===== config.mk =====
export PLATFORM = sky130hd
export DESIGN_NAME = mux_scan_calibrated_averager_top
export DESIGN_NICKNAME = d
export VERILOG_FILES = /design/src/rtl/core/msca_pkg.sv /design/src/rtl/core/msca_front.sv /design/src/rtl/core/msca_queue.sv /design/src/rtl/core/msca_back.sv /design/src/rtl/core/mux_scan_calibrated_averager_top.sv
export SDC_FILE = /design/constraint.sdc
export NUM_CORES = 2
export LEC_CHECK = 0
export BUFFER_PORTS_ARGS = -buffer_cell sky130_fd_sc_hd__buf_2
export CORE_AREA = 2 2 376 285
export DETAILED_ROUTE_END_ITERATION = 10
export DIE_AREA = 0 0 378 287
export GPL_TIMING_DRIVEN = 0
export PLACE_DENSITY = 0.76
export SLEW_MARGIN = 20
export SYNTH_ARGS = -nofsm -noshare
export SYNTH_HDL_FRONTEND = slang
export SYNTH_HIERARCHICAL = 1
export SYNTH_SLANG_ARGS = --single-unit

===== constraint.sdc =====
create_clock -name clock -period 5.8 [get_ports clock]
set_input_delay 1.16 -clock clock [delete_from_list [all_inputs] [get_ports clock]]
set_output_delay 1.16 -clock clock [all_outputs]
set_load 0.02 [all_outputs]

===== src/rtl/core/msca_pkg.sv =====
`timescale 1ns / 1ps
// ----------------------------------------------------------------------------
// msca_pkg: shared types and constants of the scanned, calibrated averager
// Sizes of the channel scan, the history and the item fields, the queued
// work record and the request kinds.
// ----------------------------------------------------------------------------
package msca_pkg;

   // scan and history geometry (AVG_DEPTH is a power of two)
   localparam int NUM_CHANNELS = 16;
   localparam int AVG_DEPTH    = 4;
   localparam int SAMPLE_BITS  = 12;
   localparam int QUEUE_DEPTH  = 2;

   localparam int CHAN_W      = 4;
   localparam int CHAN_IDX_W  = $clog2(NUM_CHANNELS);
   localparam int SLOT_BITS   = $clog2(AVG_DEPTH);
   localparam int HIST_DEPTH  = NUM_CHANNELS * AVG_DEPTH;
   localparam int HIST_AW     = $clog2(HIST_DEPTH);
   localparam int SUM_W       = SAMPLE_BITS + SLOT_BITS;
   localparam int DIV_CNT_W   = $clog2(SAMPLE_BITS + 1);

   // beat layouts
   localparam int REQ_FIELDS_W = 3 * SAMPLE_BITS + CHAN_W;
   localparam int REQ_DATA_W   = ((REQ_FIELDS_W + 7) / 8) * 8;
   localparam int RSP_FIELDS_W = 2 * CHAN_W + SAMPLE_BITS;
   localparam int RSP_DATA_W   = ((RSP_FIELDS_W + 7) / 8) * 8;

   typedef logic [SAMPLE_BITS-1:0] sample_type;
   typedef logic [CHAN_W-1:0]      chan_type;
   typedef logic [SLOT_BITS-1:0]   slot_type;

   localparam sample_type FULL_CODE = '1;

   typedef enum logic {
      REQ_SAMPLE = 1'b0,
      REQ_CAL    = 1'b1
   } req_kind_type;

   // one sample resolved by the front end, ready for mapping and averaging
   typedef struct packed {
      chan_type   channel;
      slot_type   slot;
      sample_type raw;
      sample_type lo;
      sample_type hi;
      chan_type   next_sel;
   } job_type;

endpackage


===== src/rtl/core/msca_front.sv =====
`timescale 1ns / 1ps
// ----------------------------------------------------------------------------
// msca_front: request decode, scan state and calibration store
// Applies calibration writes at once and turns each sample beat into a
// work record carrying the channel, history slot and calibration pair.
// ----------------------------------------------------------------------------
module msca_front (
   input  logic                              clock,
   input  logic                              reset,
   input  logic                              req_tvalid,
   output logic                              req_tready,
   // raw_sample, cal_channel, cal_min, cal_max (from bit 0 up)
   input  logic [msca_pkg::REQ_DATA_W-1:0]   req_tdata,
   // req_type
   input  logic                              req_tuser,
   output logic                              push_valid,
   output msca_pkg::job_type                 push_job,
   input  logic                              push_ready
);

   localparam int W = msca_pkg::SAMPLE_BITS;
   localparam int C = msca_pkg::CHAN_W;

   msca_pkg::chan_type   scan_ff, scan_in;
   msca_pkg::slot_type   slot_ff, slot_in;
   msca_pkg::sample_type low_ff  [msca_pkg::NUM_CHANNELS];
   msca_pkg::sample_type high_ff [msca_pkg::NUM_CHANNELS];

   msca_pkg::sample_type raw_sample, cal_min, cal_max;
   msca_pkg::chan_type   cal_channel;
   logic                 accept, is_cal, cal_hit;

   // field unpack
   assign raw_sample  = req_tdata[W-1:0];
   assign cal_channel = req_tdata[W+C-1:W];
   assign cal_min     = req_tdata[2*W+C-1:W+C];
   assign cal_max     = req_tdata[3*W+C-1:2*W+C];

   assign req_tready = push_ready;
   assign accept     = req_tvalid && push_ready;
   assign is_cal     = (msca_pkg::req_kind_type'(req_tuser) == msca_pkg::REQ_CAL);
   assign cal_hit    = accept && is_cal &&
                       ({1'b0, cal_channel} < (C + 1)'(msca_pkg::NUM_CHANNELS));

   // round-robin pointer; slot steps when the scan wraps
   always_comb begin
      scan_in = scan_ff;
      slot_in = slot_ff;
      if (scan_ff == C'(msca_pkg::NUM_CHANNELS - 1)) begin
         scan_in = '0;
         if (slot_ff == msca_pkg::SLOT_BITS'(msca_pkg::AVG_DEPTH - 1)) begin
            slot_in = '0;
         end else begin
            slot_in = slot_ff + 1'b1;
         end
      end else begin
         scan_in = scan_ff + 1'b1;
      end
   end

   // work record for the back end
   assign push_valid        = accept && !is_cal;
   assign push_job.channel  = scan_ff;
   assign push_job.slot     = slot_ff;
   assign push_job.raw      = raw_sample;
   assign push_job.lo       = low_ff[scan_ff[msca_pkg::CHAN_IDX_W-1:0]];
   assign push_job.hi       = high_ff[scan_ff[msca_pkg::CHAN_IDX_W-1:0]];
   assign push_job.next_sel = scan_in;

   // scan state and calibration pairs
   always_ff @(posedge clock) begin
      if (reset) begin
         scan_ff <= '0;
         slot_ff <= '0;
         for (int i = 0; i < msca_pkg::NUM_CHANNELS; i++) begin
            low_ff[i]  <= '0;
            high_ff[i] <= msca_pkg::FULL_CODE;
         end
      end else begin
         if (push_valid) begin
            scan_ff <= scan_in;
            slot_ff <= slot_in;
         end
         if (cal_hit) begin
            low_ff[cal_channel[msca_pkg::CHAN_IDX_W-1:0]]  <= cal_min;
            high_ff[cal_channel[msca_pkg::CHAN_IDX_W-1:0]] <= cal_max;
         end
      end
   end

   // scan pointer never leaves the channel range
   a_scan_range: assert property (@(posedge clock) disable iff (reset)
      {1'b0, scan_ff} < (C + 1)'(msca_pkg::NUM_CHANNELS))
      else $error("scan pointer out of range");

   // history slot only moves on a scan wrap
   a_slot_wrap: assert property (@(posedge clock) disable iff (reset)
      !$stable(slot_ff) |-> (scan_ff == '0))
      else $error("history slot moved without scan wrap");

endmodule


===== src/rtl/core/msca_queue.sv =====
`timescale 1ns / 1ps
// ----------------------------------------------------------------------------
// msca_queue: short work queue between front and back end
// Register FIFO of work records; push and pop may happen in the same cycle.
// ----------------------------------------------------------------------------
module msca_queue (
   input  logic              clock,
   input  logic              reset,
   input  logic              push_valid,
   input  msca_pkg::job_type push_job,
   output logic              push_ready,
   output logic              pop_valid,
   output msca_pkg::job_type pop_job,
   input  logic              pop_ready
);

   localparam int QA_W = $clog2(msca_pkg::QUEUE_DEPTH);

   msca_pkg::job_type entry_ff [msca_pkg::QUEUE_DEPTH];
   logic [QA_W-1:0]   wr_ptr_ff, rd_ptr_ff;
   logic [QA_W:0]     count_ff;
   logic              do_push, do_pop;

   assign push_ready = (count_ff != (QA_W + 1)'(msca_pkg::QUEUE_DEPTH));
   assign pop_valid  = (count_ff != '0);
   assign pop_job    = entry_ff[rd_ptr_ff];
   assign do_push    = push_valid && push_ready;
   assign do_pop     = pop_valid && pop_ready;

   // storage
   always_ff @(posedge clock) begin
      if (do_push) begin
         entry_ff[wr_ptr_ff] <= push_job;
      end
   end

   // pointers and fill level
   always_ff @(posedge clock) begin
      if (reset) begin
         wr_ptr_ff <= '0;
         rd_ptr_ff <= '0;
         count_ff  <= '0;
      end else begin
         if (do_push) begin
            wr_ptr_ff <= (wr_ptr_ff == QA_W'(msca_pkg::QUEUE_DEPTH - 1)) ? '0
                                                                        : wr_ptr_ff + 1'b1;
         end
         if (do_pop) begin
            rd_ptr_ff <= (rd_ptr_ff == QA_W'(msca_pkg::QUEUE_DEPTH - 1)) ? '0
                                                                        : rd_ptr_ff + 1'b1;
         end
         if (do_push && !do_pop) begin
            count_ff <= count_ff + 1'b1;
         end else if (do_pop && !do_push) begin
            count_ff <= count_ff - 1'b1;
         end
      end
   end

endmodule


===== src/rtl/core/msca_back.sv =====
`timescale 1ns / 1ps
// ----------------------------------------------------------------------------
// msca_back: calibration mapping, history and averaging
// Maps one sample through its calibration pair, with a bit-serial divider
// where needed, sums the other history slots from the history RAM meanwhile,
// writes the new value back and registers the result beat.
// ----------------------------------------------------------------------------
module msca_back (
   input  logic                              clock,
   input  logic                              reset,
   input  logic                              pop_valid,
   input  msca_pkg::job_type                 pop_job,
   output logic                              pop_ready,
   output logic                              rsp_tvalid,
   input  logic                              rsp_tready,
   // channel, level, next_select (from bit 0 up)
   output logic [msca_pkg::RSP_DATA_W-1:0]   rsp_tdata,
   // bad_cal
   output logic                              rsp_tuser
);

   localparam int W  = msca_pkg::SAMPLE_BITS;
   localparam int SB = msca_pkg::SLOT_BITS;
   localparam int AW = msca_pkg::HIST_AW;

   typedef enum logic [1:0] {
      ST_IDLE,
      ST_PREP,
      ST_WORK,
      ST_FINISH
   } state_type;

   typedef enum logic [1:0] {
      MODE_ZERO,
      MODE_FULL,
      MODE_DIV
   } mode_type;

   state_type                    state_ff, state_in;
   msca_pkg::job_type            job_ff, job_in;
   mode_type                     mode_ff, mode_in;
   logic                         bad_ff, bad_in;
   logic [W-1:0]                 den_ff, den_in;
   logic [W:0]                   rem_ff, rem_in;
   logic [W-1:0]                 dvd_ff, dvd_in;
   logic [W-1:0]                 quo_ff, quo_in;
   logic [msca_pkg::DIV_CNT_W-1:0] div_cnt_ff, div_cnt_in;
   logic [SB:0]                  rd_idx_ff, rd_idx_in;
   logic                         rd_pend_ff, rd_pend_in;
   logic                         rd_skip_ff, rd_skip_in;
   logic [msca_pkg::SUM_W-1:0]   acc_ff, acc_in;
   logic [msca_pkg::HIST_DEPTH-1:0] hist_valid_ff, hist_valid_in;
   logic                         out_valid_ff, out_valid_in;
   msca_pkg::chan_type           out_chan_ff, out_chan_in;
   msca_pkg::sample_type         out_level_ff, out_level_in;
   msca_pkg::chan_type           out_next_ff, out_next_in;
   logic                         out_bad_ff, out_bad_in;

   msca_pkg::sample_type         hist_mem [msca_pkg::HIST_DEPTH];
   msca_pkg::sample_type         rd_data_ff;

   logic                         rd_issue, hist_we, out_load;
   logic [AW-1:0]                rd_addr, wr_addr;
   msca_pkg::sample_type         mapped;

   assign pop_ready = (state_ff == ST_IDLE);
   assign rd_issue  = (state_ff == ST_WORK) && (rd_idx_ff != (SB + 1)'(msca_pkg::AVG_DEPTH));
   assign rd_addr   = AW'({job_ff.channel, rd_idx_ff[SB-1:0]});
   assign wr_addr   = AW'({job_ff.channel, job_ff.slot});

   // mapped value from the mapping class
   always_comb begin
      case (mode_ff)
         MODE_DIV:  mapped = msca_pkg::FULL_CODE - quo_ff;
         MODE_FULL: mapped = msca_pkg::FULL_CODE;
         default:   mapped = '0;
      endcase
   end

   // sequencer, divider, history sum and result stage
   always_comb begin
      logic signed [W:0] delta, span;
      logic [W-1:0]      abs_d, abs_s;
      logic [2*W-1:0]    num;
      logic [W:0]        rem_sh;
      logic [msca_pkg::SUM_W-1:0] sum;

      state_in      = state_ff;
      job_in        = job_ff;
      mode_in       = mode_ff;
      bad_in        = bad_ff;
      den_in        = den_ff;
      rem_in        = rem_ff;
      dvd_in        = dvd_ff;
      quo_in        = quo_ff;
      div_cnt_in    = div_cnt_ff;
      rd_idx_in     = rd_idx_ff;
      rd_pend_in    = rd_issue;
      rd_skip_in    = rd_skip_ff;
      acc_in        = acc_ff;
      hist_valid_in = hist_valid_ff;
      out_chan_in   = out_chan_ff;
      out_level_in  = out_level_ff;
      out_next_in   = out_next_ff;
      out_bad_in    = out_bad_ff;
      hist_we       = 1'b0;
      out_load      = 1'b0;

      delta  = $signed({1'b0, job_ff.raw}) - $signed({1'b0, job_ff.lo});
      span   = $signed({1'b0, job_ff.hi}) - $signed({1'b0, job_ff.lo});
      abs_d  = delta[W] ? W'(-delta) : delta[W-1:0];
      abs_s  = span[W]  ? W'(-span)  : span[W-1:0];
      num    = {abs_d, {W{1'b0}}} - {{W{1'b0}}, abs_d};
      rem_sh = {rem_ff[W-1:0], dvd_ff[W-1]};
      sum    = acc_ff + msca_pkg::SUM_W'(mapped);

      case (state_ff)
         ST_IDLE: begin
            if (pop_valid) begin
               job_in   = pop_job;
               state_in = ST_PREP;
            end
         end

         // classify: only same-sign, in-range offsets need the divider
         ST_PREP: begin
            bad_in     = (job_ff.hi == job_ff.lo);
            den_in     = abs_s;
            rem_in     = {1'b0, num[2*W-1:W]};
            dvd_in     = num[W-1:0];
            quo_in     = '0;
            div_cnt_in = '0;
            rd_idx_in  = '0;
            acc_in     = '0;
            if (job_ff.hi == job_ff.lo) begin
               mode_in = MODE_ZERO;
            end else if ((delta == '0) || (delta[W] != span[W])) begin
               mode_in = MODE_FULL;
            end else if (abs_d > abs_s) begin
               mode_in = MODE_ZERO;
            end else begin
               mode_in    = MODE_DIV;
               div_cnt_in = msca_pkg::DIV_CNT_W'(W);
            end
            state_in = ST_WORK;
         end

         ST_WORK: begin
            // one restoring quotient bit per cycle
            if (div_cnt_ff != '0) begin
               if (rem_sh >= {1'b0, den_ff}) begin
                  rem_in = rem_sh - {1'b0, den_ff};
                  quo_in = {quo_ff[W-2:0], 1'b1};
               end else begin
                  rem_in = rem_sh;
                  quo_in = {quo_ff[W-2:0], 1'b0};
               end
               dvd_in     = dvd_ff << 1;
               div_cnt_in = div_cnt_ff - 1'b1;
            end
            // walk the channel's slots; own slot and unwritten ones count 0
            if (rd_issue) begin
               rd_skip_in = (rd_idx_ff[SB-1:0] == job_ff.slot) || !hist_valid_ff[rd_addr];
               rd_idx_in  = rd_idx_ff + 1'b1;
            end
            if (rd_pend_ff && !rd_skip_ff) begin
               acc_in = acc_ff + msca_pkg::SUM_W'(rd_data_ff);
            end
            if ((div_cnt_ff == '0) && !rd_issue && !rd_pend_ff) begin
               state_in = ST_FINISH;
            end
         end

         ST_FINISH: begin
            if (!out_valid_ff || rsp_tready) begin
               hist_we                = 1'b1;
               hist_valid_in[wr_addr] = 1'b1;
               out_load               = 1'b1;
               out_chan_in            = job_ff.channel;
               out_level_in           = sum[msca_pkg::SUM_W-1:SB];
               out_next_in            = job_ff.next_sel;
               out_bad_in             = bad_ff;
               state_in               = ST_IDLE;
            end
         end

         default: begin
            state_in = ST_IDLE;
         end
      endcase

      if (out_load) begin
         out_valid_in = 1'b1;
      end else if (rsp_tready) begin
         out_valid_in = 1'b0;
      end else begin
         out_valid_in = out_valid_ff;
      end
   end

   // history RAM, registered read
   always_ff @(posedge clock) begin
      if (rd_issue) begin
         rd_data_ff <= hist_mem[rd_addr];
      end
      if (hist_we) begin
         hist_mem[wr_addr] <= mapped;
      end
   end

   // state and registered outputs
   always_ff @(posedge clock) begin
      if (reset) begin
         state_ff      <= ST_IDLE;
         rd_pend_ff    <= 1'b0;
         hist_valid_ff <= '0;
         out_valid_ff  <= 1'b0;
      end else begin
         state_ff      <= state_in;
         rd_pend_ff    <= rd_pend_in;
         hist_valid_ff <= hist_valid_in;
         out_valid_ff  <= out_valid_in;
      end
      job_ff       <= job_in;
      mode_ff      <= mode_in;
      bad_ff       <= bad_in;
      den_ff       <= den_in;
      rem_ff       <= rem_in;
      dvd_ff       <= dvd_in;
      quo_ff       <= quo_in;
      div_cnt_ff   <= div_cnt_in;
      rd_idx_ff    <= rd_idx_in;
      rd_skip_ff   <= rd_skip_in;
      acc_ff       <= acc_in;
      out_chan_ff  <= out_chan_in;
      out_level_ff <= out_level_in;
      out_next_ff  <= out_next_in;
      out_bad_ff   <= out_bad_in;
   end

   assign rsp_tvalid = out_valid_ff;
   assign rsp_tdata  = msca_pkg::RSP_DATA_W'({out_next_ff, out_level_ff, out_chan_ff});
   assign rsp_tuser  = out_bad_ff;

   // divider remainder stays below the divisor
   a_rem_bound: assert property (@(posedge clock) disable iff (reset)
      ((state_ff == ST_WORK) && (mode_ff == MODE_DIV)) |-> (rem_ff < {1'b0, den_ff}))
      else $error("divider remainder not below divisor");

   // a pending RAM read was issued while working
   a_read_origin: assert property (@(posedge clock) disable iff (reset)
      rd_pend_ff |-> $past(state_ff == ST_WORK))
      else $error("history read outside work phase");

   // a result is never loaded over one still waiting
   a_no_overwrite: assert property (@(posedge clock) disable iff (reset)
      out_load |-> (!out_valid_ff || rsp_tready))
      else $error("result register overwritten");

endmodule


===== src/rtl/core/mux_scan_calibrated_averager_top.sv =====
`timescale 1ns / 1ps
// ----------------------------------------------------------------------------
// mux_scan_calibrated_averager_top: scanned channel averager, top level
// Front end, work queue and mapping/averaging back end.
// ----------------------------------------------------------------------------
// Each sample beat belongs to the channel the internal round-robin pointer
// selects; it is mapped inversely through that channel's calibration pair
// (full scale minus the scaled offset, truncated, clamped to 0..4095, zero
// with bad_cal set when min equals max), written to a four-deep history and
// answered with the floor average and the select for the next sample.
// Calibration beats (req_tuser high) are written to the store when accepted,
// apply to later sample beats and produce no response. Sample beats queue
// two deep; the back end takes one sample at a time and works one that needs
// the divider through pop, classify, a work phase (the 12-bit bit-serial
// divider steps with the history RAM reads alongside and one closing check),
// then write-back and result load, so the divider sets the sustained rate.
// A sample whose mapping is a plain clamp or zero skips the divider steps.
// A waiting result holds the back end in its last cycle until it is taken.
// History starts as all zeros after reset without a clearing pass.
// ----------------------------------------------------------------------------
module mux_scan_calibrated_averager_top (
   input  logic                              clock,
   input  logic                              reset,
   input  logic                              req_tvalid,
   output logic                              req_tready,
   // raw_sample, cal_channel, cal_min, cal_max (from bit 0 up)
   input  logic [msca_pkg::REQ_DATA_W-1:0]   req_tdata,
   // req_type
   input  logic                              req_tuser,
   output logic                              rsp_tvalid,
   input  logic                              rsp_tready,
   // channel, level, next_select (from bit 0 up)
   output logic [msca_pkg::RSP_DATA_W-1:0]   rsp_tdata,
   // bad_cal
   output logic                              rsp_tuser
);

   logic              push_valid, push_ready, pop_valid, pop_ready;
   msca_pkg::job_type push_job, pop_job;

   msca_front u_front (
      .clock      (clock),
      .reset      (reset),
      .req_tvalid (req_tvalid),
      .req_tready (req_tready),
      .req_tdata  (req_tdata),
      .req_tuser  (req_tuser),
      .push_valid (push_valid),
      .push_job   (push_job),
      .push_ready (push_ready)
   );

   msca_queue u_queue (
      .clock      (clock),
      .reset      (reset),
      .push_valid (push_valid),
      .push_job   (push_job),
      .push_ready (push_ready),
      .pop_valid  (pop_valid),
      .pop_job    (pop_job),
      .pop_ready  (pop_ready)
   );

   msca_back u_back (
      .clock      (clock),
      .reset      (reset),
      .pop_valid  (pop_valid),
      .pop_job    (pop_job),
      .pop_ready  (pop_ready),
      .rsp_tvalid (rsp_tvalid),
      .rsp_tready (rsp_tready),
      .rsp_tdata  (rsp_tdata),
      .rsp_tuser  (rsp_tuser)
   );

endmodule


==> results.md <==
- Fin util: 0.6717
- Post-synth top area cell: edfxtp_1
- Total wire length: 168000 um
- Cts hold-fix bufs: 0
- Power per cell area: 521.9 mW/mm2
- Slew HR: 0.2015
- Crit end category: flop
- CTS tree: yes
- Dominant synthesized flop cell: edfxtp_1
- CP arrival: 6140 ps
- Synth cell count leaders: edfxtp_1 (1396), nor2_1 (480), mux4_2 (331)
- Critical-path top delay cell: clkbuf_1
- Worst-Margin Slew: 1198 ps
- CTS Buf Count: 138
- Post-DP HPWL: 109400 um
- Met1 usage: 0.4536
- Grt met2 use: 0.4523
- Outcome: finished clean
- Sink Count: 1479
- Die Y: 287 um
- Largest net degree at the start of global routing: 41
- Congestion Overflow GR: 0
- Combinational share of power: 0.370
- Chip width: 378 um
- TritonRoute pass-1 iters: 7
- Cells after Synth: 3789
- Syn_area_per_cell: 16.52 um2
- Placed cell areas: 0.06586 mm2
- Area grow syn2layout: 12.26%
- Final Cycle Share: 0.9740
- Instance count on the critical path: 9
- Max Cap Violations: 0
- Row count: 103
- Post-synth ARST share: 0
- Clk_skew: 40.74 ps
- PostCTS Resize Cnt: 0
- Seq/Total Area, Yosys: 0.6961
- DR vias/cell: 6.617
- Layout Nets: 4177
- Synth cell types: 97
- Final number of max-transition violations: 0
- Switching part of the total: 0.3509
- Clock buffer depth: 3
- Top cell type's share of synthesized area: 0.6696
- Final Hold Fails: 0
- H-tree depth: 4
- Number of global-route vias before repair: 35950
- Port bufs: 54
- Critical path class: flop to flop
- Post-synth EDFFs: 1396
- NetSw: 12.87 mW
- Core Region: 0.1046 mm2
- Yosys Warn Count: 6
- Reg2Reg Depth: 9
- Buf+Inv Stages, Crit Path: 4
- Clock Power Share: 0.243
- First-pass GRT wire length: 244300 um
- Worst vdd ir: 522.2 uV
- Initial detailed-routing violation count: 5668
- CP required: 6290 ps
- CP most frequent cell: clkbuf_1
- I/O Pins: 72
- Layout cell share with drive strength beyond 1: 0.2230
- Clock-pin slew on the worst setup and hold paths: 60 ps
- Top cells by area, synth: edfxtp_1 (67%), mux4_2 (12%), nor2_1 (2.9%)
- RSZ-0062 raised after global routing: no
- Worst Path Max Fanout: 10
- Drt wl/cell: 30.15 um
- Startpoint class of the critical path: flop
- Root Buffer: clkbuf_16
- Final GP Congestion: 0.9546
- Crit-path cells: clkbuf_1 -> buf_1 -> clkbuf_1 -> clkbuf_1 -> mux4_2 -> mux2i_1 -> o22ai_1 -> a211oi_1 -> nand2_1
- Die ar.: 0.1085 mm2
- GRT Max-Usage Layer: met1
- Hold-critical path depth: 0
- DRT antenna net count: 0
- Crit path max-delay family: buffers and inverters
- Most instantiated library cell after synthesis: edfxtp_1
- Max Fclk: 0.1770 GHz
- Post-CTS Setup Bufs: 0
- Initial antenna violation count: 8
- Placement Setup Slack: 430.3 ps
- Via count: 36880
- Min-delay worst type: flop to flop
- Final Cell Area: 0.07029 mm2
- Global Route Usage Sum: 0.3154
- Latest clock arrival within the worst-skew pair: 770 ps
- Leakage power: 22.71 nW
- Worst Slack Setup Final: 150.6 ps
- Initial core utilization: 0.5983
- Synth Register Bits: 1479
- Pint: 23.81 mW
- Critical path's largest stage delay: 950 ps
- Fin crit period: 5649 ps
- Reg power frac: 0.387
- Post-synthesis cell area: 0.06261 mm2
- Final setup fails: 0
- Met3 Resource Use GR: 0.1146
- Post-route DRC violation count: 0
path summary, 6_finish.rpt:
| kind | startpoint | slack, ps | endpoint |
|---|---|---|---|
| hold / removal | u_back/job_ff[1] | 430 | u_back/out_next_ff[1] |
| hold reg to reg | u_back/job_ff[1] | 430 | u_back/out_next_ff[1] |
| setup / recovery | u_back/rd_idx_ff[1] | 150 | u_back/rd_data_ff[6] |
| setup reg to reg | u_back/rd_idx_ff[1] | 150 | u_back/rd_data_ff[6] |
layer usage:
| layer | share of wire | routed length, um |
|---|---|---|
| met1 | 0.38 | 63670 |
| met2 | 0.44 | 73110 |
| met3 | 0.15 | 25830 |
| met4 | 0.032 | 5344 |
| met5 | 0.00030 | 50 |
layout make-up:
class | count | area, um2
antenna | 4 | 10.01
buffer | 210 | 1002
clock buffer | 179 | 3742
clock inverter | 72 | 660.6
fill | 6820 | 34360
inverter | 95 | 356.6
multi-input combinational | 2008 | 17980
sequential | 1479 | 43580
tap | 1417 | 1773
timing repair buffer | 109 | 1176
metrics by stage:
stage	power (mW)	setup TNS [ps]	hold WS, ps	std cells
2_1_floorplan	22.96	0	400.3	3792
3_5_place_dp	27.51	0	412.9	5318
6_report	36.68	0	426.7	5573
4_1_cts	36.46	0	431.6	5569
3_3_place_gp	26.80	-6518	404.6	5263
5_1_grt	38.16	0	436.7	5572
cells in the final DEF (no fill, tap or decap), types with 10 or more instances in the layout:
cell type / netlist / final
and2_1: 61 / 59
nor3_1: 34 / 34
buf_4: 24 / 24
a21oi_1: 52 / 50
clkbuf_16: 0 / 142
nor2_4: 0 / 10
a22oi_1: 49 / 49
or2_2: 12 / 12
mux2_2: 54 / 54
nand2_1: 287 / 286
o21a_1: 11 / 11
xnor2_1: 37 / 37
buf_1: 21 / 10
dfxtp_1: 83 / 83
nand2b_1: 66 / 66
clkbuf_1: 109 / 134
mux4_2: 331 / 331
a21o_1: 26 / 14
nor2b_1: 22 / 22
a21o_2: 0 / 12
edfxtp_1: 1396 / 1396
nor2_1: 480 / 406
xor2_1: 30 / 30
buf_8: 0 / 15
nor2_2: 1 / 65
buf_6: 5 / 23
mux2i_1: 60 / 60
inv_1: 95 / 94
o211ai_1: 14 / 14
buf_2: 50 / 109
ha_1: 87 / 87
buf_12: 0 / 17
or3_1: 16 / 16
nand3_1: 26 / 26
o22ai_1: 26 / 26
a211oi_1: 11 / 11
clkinv_2: 0 / 21
clkbuf_2: 1 / 14
o21ai_0: 49 / 48
clkinv_1: 0 / 28
power by group through the flow:
| stage | Clock, mW | Combinational (mW) | Sequential, mW |
|---|---|---|---|
| finish | 8.91 | 13.6 | 14.2 |
| floorplan | 0 | 8.55 | 14.4 |
| CTS | 9.01 | 13.3 | 14.2 |
| detailed placement | 0 | 13.1 | 14.4 |
| global placement | 0 | 12.2 | 14.6 |
| global route | 9.40 | 14.5 | 14.2 |
kinds of logic (layout without fill, tap and decap cells):
kind of cell | after synthesis | count (layout) | synth area share
simple gates | 1066 | 1066 | 0.07708
other cells | 1 | 8 | 0.00005990
compound gates | 332 | 332 | 0.03821
mux | 445 | 445 | 0.1384
fa+ha+maj | 91 | 91 | 0.01867
buf+inv | 305 | 665 | 0.02134
flops | 1479 | 1479 | 0.6961
xor+xnor | 70 | 70 | 0.01015
flip-flops by register name, summed over array words and instances (netlist names), 12 cells and up, named ones only:
signal	flops
u_back/hist_mem	768
u_front/high_ff	192
u_front/low_ff	192
u_queue/entry_ff	92
u_back/hist_valid_ff	64
u_back/job_ff	46
u_back/acc_ff	14
u_back/den_ff	12
u_back/dvd_ff	12
u_back/out_level_ff	12
u_back/quo_ff	12
u_back/rd_data_ff	12
u_back/rem_ff	12
worst reg2reg max path, cell delays in order (launching register included):
cell      delay (ps)
edfxtp_1         460
clkbuf_1         640
buf_1            810
clkbuf_1         670
clkbuf_1         960
mux4_2           440
mux2i_1          690
o22ai_1          150
a211oi_1         440
nand2_1          140
(Power assumes the default switching activity.)
